**src/rtl/mhft_pkg.sv**
```systemverilog
// shared types and constants of the mail header field tokenizer
package mhft_pkg;

  localparam int unsigned FIELD_BITS = 32;

  localparam logic [7:0] CH_COLON = 8'h3A;
  localparam logic [7:0] CH_CR    = 8'h0D;
  localparam logic [7:0] CH_LF    = 8'h0A;
  localparam logic [7:0] CH_SP    = 8'h20;
  localparam logic [7:0] CH_TAB   = 8'h09;

  typedef enum logic [1:0] {
    KIND_FIELD = 2'd0,
    KIND_EOH   = 2'd1,
    KIND_ERROR = 2'd2
  } kind_e;

  typedef struct packed {
    kind_e                 kind;
    logic [FIELD_BITS-1:0] name_offset;
    logic [FIELD_BITS-1:0] name_length;
    logic [FIELD_BITS-1:0] value_offset;
    logic [FIELD_BITS-1:0] value_length;
  } result_t;

endpackage

```
**src/rtl/mhft_intf.sv**
```systemverilog
// valid/ready channel interfaces for message bytes and parse results
interface mhft_byte_if;
  logic       valid;
  logic       ready;
  logic [7:0] data_byte;
  logic       message_end;

  modport source (output valid, output data_byte, output message_end, input ready);
  modport sink   (input valid, input data_byte, input message_end, output ready);
endinterface

interface mhft_result_if;
  logic        valid;
  logic        ready;
  logic [1:0]  result_kind;
  logic [31:0] name_offset;
  logic [31:0] name_length;
  logic [31:0] value_offset;
  logic [31:0] value_length;

  modport source (output valid, output result_kind, output name_offset,
                  output name_length, output value_offset, output value_length,
                  input ready);
  modport sink   (input valid, input result_kind, input name_offset,
                  input name_length, input value_offset, input value_length,
                  output ready);
endinterface

```
**src/rtl/mail_header_field_tokenizer.sv**
```systemverilog
// top level of the mail header field tokenizer
//
//  channel  dir  word contents
//  in_i     in   data_byte, message_end
//  out_o    out  result_kind, name_offset, name_length, value_offset, value_length
//
// one byte word accepted per cycle unless the input stalls; each byte passes through the
// input register, parse logic and result buffer before its result is offered on out_o
// input stalls only while two results wait in the buffer and out_o is not ready
// reset clears offset counter and parse state to the start of a message
module mail_header_field_tokenizer
  import mhft_pkg::*;
#(
  parameter int unsigned OFFSET_BITS = 32
) (
  input  logic           clk_i,
  input  logic           rst_ni,
  mhft_byte_if.sink      in_i,
  mhft_result_if.source  out_o
);

  logic       s1_valid_q;
  logic [7:0] s1_byte_q;
  logic       s1_end_q;
  logic       advance;
  logic       pop;
  logic       buf_full;
  logic       buf_valid;
  logic       res_valid;
  result_t    res;
  result_t    head;

  assign pop        = buf_valid && out_o.ready;
  assign advance    = s1_valid_q && (!buf_full || pop);
  assign in_i.ready = !s1_valid_q || advance;

  always_ff @(posedge clk_i or negedge rst_ni) begin
    if (!rst_ni) begin
      s1_valid_q <= 1'b0;
    end else if (in_i.ready) begin
      s1_valid_q <= in_i.valid;
    end
  end

  always_ff @(posedge clk_i) begin
    if (in_i.valid && in_i.ready) begin
      s1_byte_q <= in_i.data_byte;
      s1_end_q  <= in_i.message_end;
    end
  end

  mhft_parser #(
    .OFFSET_BITS(OFFSET_BITS)
  ) u_parser (
    .clk_i        (clk_i),
    .rst_ni       (rst_ni),
    .step_i       (advance),
    .data_byte_i  (s1_byte_q),
    .message_end_i(s1_end_q),
    .res_valid_o  (res_valid),
    .res_o        (res)
  );

  mhft_out_buf u_out_buf (
    .clk_i    (clk_i),
    .rst_ni   (rst_ni),
    .wr_i     (advance && res_valid),
    .wr_data_i(res),
    .rd_i     (pop),
    .valid_o  (buf_valid),
    .full_o   (buf_full),
    .rd_data_o(head)
  );

  assign out_o.valid        = buf_valid;
  assign out_o.result_kind  = head.kind;
  assign out_o.name_offset  = head.name_offset;
  assign out_o.name_length  = head.name_length;
  assign out_o.value_offset = head.value_offset;
  assign out_o.value_length = head.value_length;

endmodule

```
**src/rtl/mhft_parser.sv**
```systemverilog
// header parse state machine, one registered byte per step
module mhft_parser
  import mhft_pkg::*;
#(
  parameter int unsigned OFFSET_BITS = 32
) (
  input  logic       clk_i,
  input  logic       rst_ni,
  input  logic       step_i,
  input  logic [7:0] data_byte_i,
  input  logic       message_end_i,
  output logic       res_valid_o,
  output result_t    res_o
);

  typedef enum logic [2:0] {
    PH_NAME_START = 3'd0,
    PH_NAME       = 3'd1,
    PH_BLANKS     = 3'd2,
    PH_VALUE      = 3'd3,
    PH_LF         = 3'd4,
    PH_AFTER_EOL  = 3'd5,
    PH_END_LF     = 3'd6,
    PH_DONE       = 3'd7
  } phase_e;

  phase_e                 phase_q, phase_d;
  logic [OFFSET_BITS-1:0] pos_q, pos_d;
  logic [OFFSET_BITS-1:0] name_start_q, name_start_d;
  logic [OFFSET_BITS-1:0] name_count_q, name_count_d;
  logic [OFFSET_BITS-1:0] value_start_q, value_start_d;
  logic [OFFSET_BITS-1:0] value_end_q, value_end_d;

  logic    is_blank;
  result_t field_res;

  assign is_blank = (data_byte_i == CH_SP) || (data_byte_i == CH_TAB);

  always_comb begin
    field_res.kind         = KIND_FIELD;
    field_res.name_offset  = FIELD_BITS'(name_start_q);
    field_res.name_length  = FIELD_BITS'(name_count_q);
    field_res.value_offset = FIELD_BITS'(value_start_q);
    field_res.value_length = FIELD_BITS'(value_end_q - value_start_q);
  end

  always_comb begin
    phase_d       = phase_q;
    pos_d         = pos_q + OFFSET_BITS'(1);
    name_start_d  = name_start_q;
    name_count_d  = name_count_q;
    value_start_d = value_start_q;
    value_end_d   = value_end_q;
    res_valid_o   = 1'b0;
    res_o         = '0;

    unique case (phase_q)
      PH_NAME_START: begin
        if (data_byte_i == CH_CR) begin
          phase_d = PH_END_LF;
        end else begin
          name_start_d = pos_q;
          name_count_d = OFFSET_BITS'(1);
          phase_d      = PH_NAME;
        end
      end
      PH_NAME: begin
        if (data_byte_i == CH_COLON) begin
          phase_d = PH_BLANKS;
        end else begin
          name_count_d = name_count_q + OFFSET_BITS'(1);
        end
      end
      PH_BLANKS: begin
        if (!is_blank) begin
          value_start_d = pos_q;
          if (data_byte_i == CH_CR) begin
            value_end_d = pos_q;
            phase_d     = PH_LF;
          end else begin
            phase_d = PH_VALUE;
          end
        end
      end
      PH_VALUE: begin
        if (data_byte_i == CH_CR) begin
          value_end_d = pos_q;
          phase_d     = PH_LF;
        end
      end
      PH_LF: begin
        if (data_byte_i == CH_LF) begin
          phase_d = PH_AFTER_EOL;
        end else if (data_byte_i == CH_CR) begin
          value_end_d = pos_q;
        end else begin
          phase_d = PH_VALUE;
        end
      end
      PH_AFTER_EOL: begin
        if (is_blank) begin
          phase_d = PH_VALUE;
        end else begin
          res_valid_o = 1'b1;
          res_o       = field_res;
          if (data_byte_i == CH_CR) begin
            phase_d = PH_END_LF;
          end else begin
            name_start_d = pos_q;
            name_count_d = OFFSET_BITS'(1);
            phase_d      = PH_NAME;
          end
        end
      end
      PH_END_LF: begin
        if (data_byte_i == CH_LF) begin
          res_valid_o = 1'b1;
          res_o.kind  = KIND_EOH;
          phase_d     = PH_DONE;
        end else if (data_byte_i == CH_CR) begin
          phase_d = PH_END_LF;
        end else begin
          name_start_d = pos_q;
          name_count_d = OFFSET_BITS'(1);
          phase_d      = PH_NAME;
        end
      end
      PH_DONE: begin
        phase_d = PH_DONE;
      end
    endcase

    if (message_end_i) begin
      if (phase_d == PH_NAME || phase_d == PH_BLANKS ||
          phase_d == PH_VALUE || phase_d == PH_LF) begin
        res_valid_o       = 1'b1;
        res_o             = '0;
        res_o.kind        = KIND_ERROR;
        res_o.name_offset = FIELD_BITS'(name_start_d);
        res_o.name_length = FIELD_BITS'(name_count_d);
      end else if (phase_d == PH_AFTER_EOL) begin
        res_valid_o = 1'b1;
        res_o       = field_res;
      end
      phase_d       = PH_NAME_START;
      pos_d         = '0;
      name_start_d  = '0;
      name_count_d  = '0;
      value_start_d = '0;
      value_end_d   = '0;
    end
  end

  always_ff @(posedge clk_i or negedge rst_ni) begin
    if (!rst_ni) begin
      phase_q       <= PH_NAME_START;
      pos_q         <= '0;
      name_start_q  <= '0;
      name_count_q  <= '0;
      value_start_q <= '0;
      value_end_q   <= '0;
    end else if (step_i) begin
      phase_q       <= phase_d;
      pos_q         <= pos_d;
      name_start_q  <= name_start_d;
      name_count_q  <= name_count_d;
      value_start_q <= value_start_d;
      value_end_q   <= value_end_d;
    end
  end

endmodule

```
**src/rtl/mhft_out_buf.sv**
```systemverilog
// two-entry result buffer between the parser and the output channel
module mhft_out_buf
  import mhft_pkg::*;
(
  input  logic    clk_i,
  input  logic    rst_ni,
  input  logic    wr_i,
  input  result_t wr_data_i,
  input  logic    rd_i,
  output logic    valid_o,
  output logic    full_o,
  output result_t rd_data_o
);

  result_t    mem_q [2];
  logic       wr_ptr_q, rd_ptr_q;
  logic [1:0] count_q;

  assign valid_o   = (count_q != 2'd0);
  assign full_o    = (count_q == 2'd2);
  assign rd_data_o = mem_q[rd_ptr_q];

  always_ff @(posedge clk_i) begin
    if (wr_i) begin
      mem_q[wr_ptr_q] <= wr_data_i;
    end
  end

  always_ff @(posedge clk_i or negedge rst_ni) begin
    if (!rst_ni) begin
      wr_ptr_q <= 1'b0;
      rd_ptr_q <= 1'b0;
      count_q  <= 2'd0;
    end else begin
      if (wr_i) begin
        wr_ptr_q <= ~wr_ptr_q;
      end
      if (rd_i) begin
        rd_ptr_q <= ~rd_ptr_q;
      end
      unique case ({wr_i, rd_i})
        2'b10:   count_q <= count_q + 2'd1;
        2'b01:   count_q <= count_q - 2'd1;
        default: count_q <= count_q;
      endcase
    end
  end

endmodule

```
**src/flat_wrapper.sv**
```systemverilog
// flat-port wrapper written by rule: the top's interface ports become plain ports
module mail_header_field_tokenizer_flat import mhft_pkg::*;
#(
  parameter int unsigned OFFSET_BITS = 32
)
  (clk_i, rst_ni, in_i_valid, in_i_data_byte, in_i_message_end, in_i_ready, out_o_valid, out_o_result_kind, out_o_name_offset, out_o_name_length, out_o_value_offset, out_o_value_length, out_o_ready);
  mhft_byte_if in_i_i ();
  mhft_result_if out_o_i ();
  input  logic clk_i;
  input  logic rst_ni;
  input wire logic [$bits(in_i_i.valid)-1:0] in_i_valid;
  input wire logic [$bits(in_i_i.data_byte)-1:0] in_i_data_byte;
  input wire logic [$bits(in_i_i.message_end)-1:0] in_i_message_end;
  output wire logic [$bits(in_i_i.ready)-1:0] in_i_ready;
  output wire logic [$bits(out_o_i.valid)-1:0] out_o_valid;
  output wire logic [$bits(out_o_i.result_kind)-1:0] out_o_result_kind;
  output wire logic [$bits(out_o_i.name_offset)-1:0] out_o_name_offset;
  output wire logic [$bits(out_o_i.name_length)-1:0] out_o_name_length;
  output wire logic [$bits(out_o_i.value_offset)-1:0] out_o_value_offset;
  output wire logic [$bits(out_o_i.value_length)-1:0] out_o_value_length;
  input wire logic [$bits(out_o_i.ready)-1:0] out_o_ready;
  assign in_i_i.valid = in_i_valid;
  assign in_i_i.data_byte = in_i_data_byte;
  assign in_i_i.message_end = in_i_message_end;
  assign in_i_ready = in_i_i.ready;
  assign out_o_valid = out_o_i.valid;
  assign out_o_result_kind = out_o_i.result_kind;
  assign out_o_name_offset = out_o_i.name_offset;
  assign out_o_name_length = out_o_i.name_length;
  assign out_o_value_offset = out_o_i.value_offset;
  assign out_o_value_length = out_o_i.value_length;
  assign out_o_i.ready = out_o_ready;
  mail_header_field_tokenizer #(.OFFSET_BITS(OFFSET_BITS)) u_core (.clk_i(clk_i), .rst_ni(rst_ni), .in_i(in_i_i), .out_o(out_o_i));
endmodule
```
**config.mk**
```make
export PLATFORM = sky130hd
export DESIGN_NAME = mail_header_field_tokenizer_flat
export DESIGN_NICKNAME = d
export VERILOG_FILES = /design/src/rtl/mhft_pkg.sv /design/src/rtl/mhft_intf.sv /design/src/rtl/mail_header_field_tokenizer.sv /design/src/rtl/mhft_parser.sv /design/src/rtl/mhft_out_buf.sv /design/src/flat_wrapper.sv
export SDC_FILE = /design/constraint.sdc
export NUM_CORES = 1
export LEC_CHECK = 0
export ABC_CLOCK_PERIOD_IN_PS = 8600
export BUFFER_PORTS_ARGS = -buffer_cell sky130_fd_sc_hd__buf_2
export CORE_MARGIN = 2
export CORE_UTILIZATION = 57
export CTS_BUF_LIST = sky130_fd_sc_hd__clkbuf_4
export DETAILED_ROUTE_END_ITERATION = 8
export HOLD_SLACK_MARGIN = 0.15
export PLACE_DENSITY = 0.89
export SYNTH_ARGS = -nofsm -noshare
export SYNTH_HDL_FRONTEND = slang
export SYNTH_SLANG_ARGS = --single-unit
```
**constraint.sdc**
```tcl
create_clock -name clk_i -period 8.6 [get_ports clk_i]
set_input_delay 1.29 -clock clk_i [delete_from_list [all_inputs] [get_ports clk_i]]
set_output_delay 1.29 -clock clk_i [all_outputs]
set_load 0.01 [all_outputs]
```
==> results_dict.tcl <==
set metrics [dict create \
    status "finished, violations left" \
    violations "DRC" \
    yosysTopAreaCell "edfxtp_1" \
    num_vias 14900 \
    cap_violations 0 \
    wl_um 48300 \
    crit_buf_inv 2 \
    ctsResizeCount 0 \
    place_congestion 0.881 \
    timing.final.max_slew_violations 0 \
    ys_types 77 \
    postCtsHoldBufs 0 \
    vias_per_cell 6.22 \
    grt_usage 0.258 \
    r2r_slack_ns 4.13 \
    drc 15 \
    holdPathEnd "u_core.u_out_buf.count_q[1]" \
    setup_viol 0 \
    worstSetupPathType "reg2out" \
    cp_cell_sequence "buf_4 -> mux2_2 -> buf_2" \
    hold-path-cell-count 1 \
    clockBufferDepth 3 \
    first_pass_iters 9 \
    nets 1889 \
    finalCriticalPeriod_ns 4.57 \
    synthTopCellsByArea "edfxtp_1, dfrtp_1, mux2_2" \
    overflow 0 \
    netlist_area_um2 20700 \
    clk_pin_slew_ns 0.06 \
    max_freq_mhz 219 \
    period_share 0.531 \
    drt_iter0_markers 1610 \
    synth-edff-count 269 \
    synth-main-ff-cell "edfxtp_1" \
    slowest_stage "dfrtp_4" \
    ir_drop_v 0.000338 \
    cp_top_family "flip-flops" \
    clk_latency_ns 0.80 \
    synth_top_area_frac 0.391 \
    syn-num-nets 1723 \
    setup.worst_path.start_class "flop" \
    cp.required_ns 7.31 \
    cts_buffers 108 \
    io_buffers 144 \
    fin_skew_ns 0.0611 \
    dpl.hpwl_um 30800 \
    cts_setup_buffers 0 \
    die_area_um2 37800 \
    hold_viol 0 \
    hold_path.class "reg2reg" \
    final_cell_count_no_fill 2393 \
    final_common_cell "edfxtp_1" \
    initial_core_util 0.580 \
    drtAntennaViolNets 0 \
    end_kind "primary output" \
    tns_ns 0 \
    ff2ff_path_depth 8 \
    rows 69 \
    timing.rr.start "u_core.s1_byte_q[5]" \
    clockRootBuffer "clkbuf_4" \
    synth_seq_cells 437 \
    final_layout_size_suffix_gt1_frac 0.270 \
    p_per_area_nw_per_um2 260 \
    yosysWarnings 0 \
    worst-path-max-fanout 70 \
    r2r_end "u_core.u_out_buf.mem_q[1][127]" \
    leakagePower_nw 8.91 \
    slew_headroom 0.156 \
    cts.sinks 437 \
    grt_pass1_vias 14900 \
    antenna_found_initial 2 \
    netlist_instances 1675 \
    cts_htree_levels 3 \
    seq_area_frac_synth 0.594 \
    dp_cells 2192 \
    die_w_um 194 \
    min_from "u_core.u_out_buf.count_q[1]" \
    grt_first_pass_wirelength_um 77800 \
    top_level_ports 145 \
    routedWlPerCell_um 20.2 \
    core_region_area_um2 35700 \
    final_cell_mix "edfxtp_1, dfrtp_1, clkbuf_4, buf_2" \
    tightestPinTransition_ns 1.27 \
    postSynthAreaPerCell_um2 12.3 \
    syn_to_final_growth_pct 12.1 \
    synthArstFlopShare 0.384 \
    cp.arrival_ns 3.28 \
    cts_tree "done" \
    grt_start_max_net_pins 101 \
    die_h_um 194 \
    crit_path_max_incr_delay_ns 1.08 \
    grt_setup_unrepaired "false" \
]
-- registers in the layout, indices dropped and copies added, names as in the netlist, 3 cells and up --
register / count
u_core.u_parser.value_start_q: 32
u_core.u_parser.name_start_q: 32
u_core.s1_byte_q: 8
u_core.u_parser.pos_q: 32
u_core.u_parser.name_count_q: 32
u_core.u_parser.phase_q: 3
u_core.u_parser.value_end_q: 32
u_core.u_out_buf.mem_q: 260
-- metal layers --
layer | routed length (um) | GRT usage
met5 | 0 | 0
met4 | 1400 | 0.116
met3 | 3530 | 0.0514
met2 | 23200 | 0.421
met1 | 20200 | 0.337
-- logic make-up (layout without fill, tap and decap cells) --
kind of cell / count (synthesis) / count (layout) / share of synthesized area
xor+xnor: 50 / 50 / 0.0212
simple gates: 415 / 415 / 0.108
fa+ha+maj: 35 / 35 / 0.0215
mux: 134 / 134 / 0.0727
flops: 437 / 437 / 0.594
buf+inv: 160 / 416 / 0.0331
other cells: 0 / 1 / 0
compound gates: 444 / 444 / 0.150
-- worst register-to-register path, cell delays in order (launching register included) --
cell,delay (ns)
edfxtp_1,0.49
nor4_4,0.51
o211ai_1,0.31
a221oi_4,0.40
nand2_1,0.09
or4b_4,0.51
nand3_2,0.69
a21o_1,1.01
a22o_1,0.32
-- how the worst max path moves through the flow --
stage                              startpoint                              to  slack (ns)  cells past startpoint
floorplan                         out_o_ready    u_core.u_out_buf.mem_q[0][0]        0.40                      6
global placement          u_core.s1_byte_q[5]  u_core.u_out_buf.mem_q[0][117]        4.37                      8
detailed placement        u_core.s1_byte_q[5]  u_core.u_out_buf.mem_q[1][112]        4.26                      8
CTS                 u_core.u_out_buf.rd_ptr_q           out_o_name_offset[12]        3.93                      3
global route        u_core.u_out_buf.rd_ptr_q           out_o_name_offset[12]        3.83                      3
finish              u_core.u_out_buf.rd_ptr_q            out_o_name_offset[5]        4.03                      3
-- final cells by class --
type	count	area, um^2
well taps	461	577
clock buffers	166	1250
diodes	1	2.50
inverters	55	206
multi-input cells	1078	7750
fillers	2530	12500
flip-flops and latches	437	12300
clock inverters	34	226
repair buffers	161	880
-- where the power goes --
| group | switching (mW) | total [mW] | internal, mW |
|---|---|---|---|
| Sequential | 0.177 | 2.68 | 2.50 |
| Clock | 0.819 | 1.79 | 0.972 |
| Combinational | 0.938 | 1.55 | 0.612 |
| Total | 1.93 | 6.02 | 4.08 |
-- cell usage after synthesis, types with 3 or more instances --
cell and count:
xnor2_1 24, nand3_1 45, xor2_1 26, nor2_1 93, and3_1 16, inv_1 54
ha_1 34, nor4_1 7, clkbuf_1 80, nor2_4 30, o2bb2ai_1 4, dfrtp_1 168
edfxtp_1 269, mux2_2 130, a31oi_1 14, a21o_1 13, buf_12 3, and2_1 12
o211ai_1 11, o31ai_1 8, a22o_1 130, o21a_1 6, o31a_1 5, or3_1 8
buf_2 7, and4_1 6, mux2i_1 4, or4_1 3, buf_4 3, nand2b_1 11
or2_2 3, a22oi_1 34, buf_1 10, nand4_1 13, o21ai_0 116, a211oi_1 7
nor3_1 20, a32oi_1 4, nor2b_1 3, o22ai_1 9, nand2_1 122, a21oi_1 60
-- stage by stage --
stage	util	hold WS (ns)	area, um^2	setup slack, ns	total power, mW
6_report	0.650	0.499	23200	4.03	6.02
2_1_floorplan	-	0.448	20700	0.397	3.72
4_1_cts	0.650	0.504	23200	3.93	6.06
3_3_place_gp	0.609	0.476	21700	4.37	4.22
3_5_place_dp	0.609	0.492	21700	4.26	4.26
5_1_grt	0.650	0.524	23200	3.83	6.30
Power figures use the tool's default switching activity.
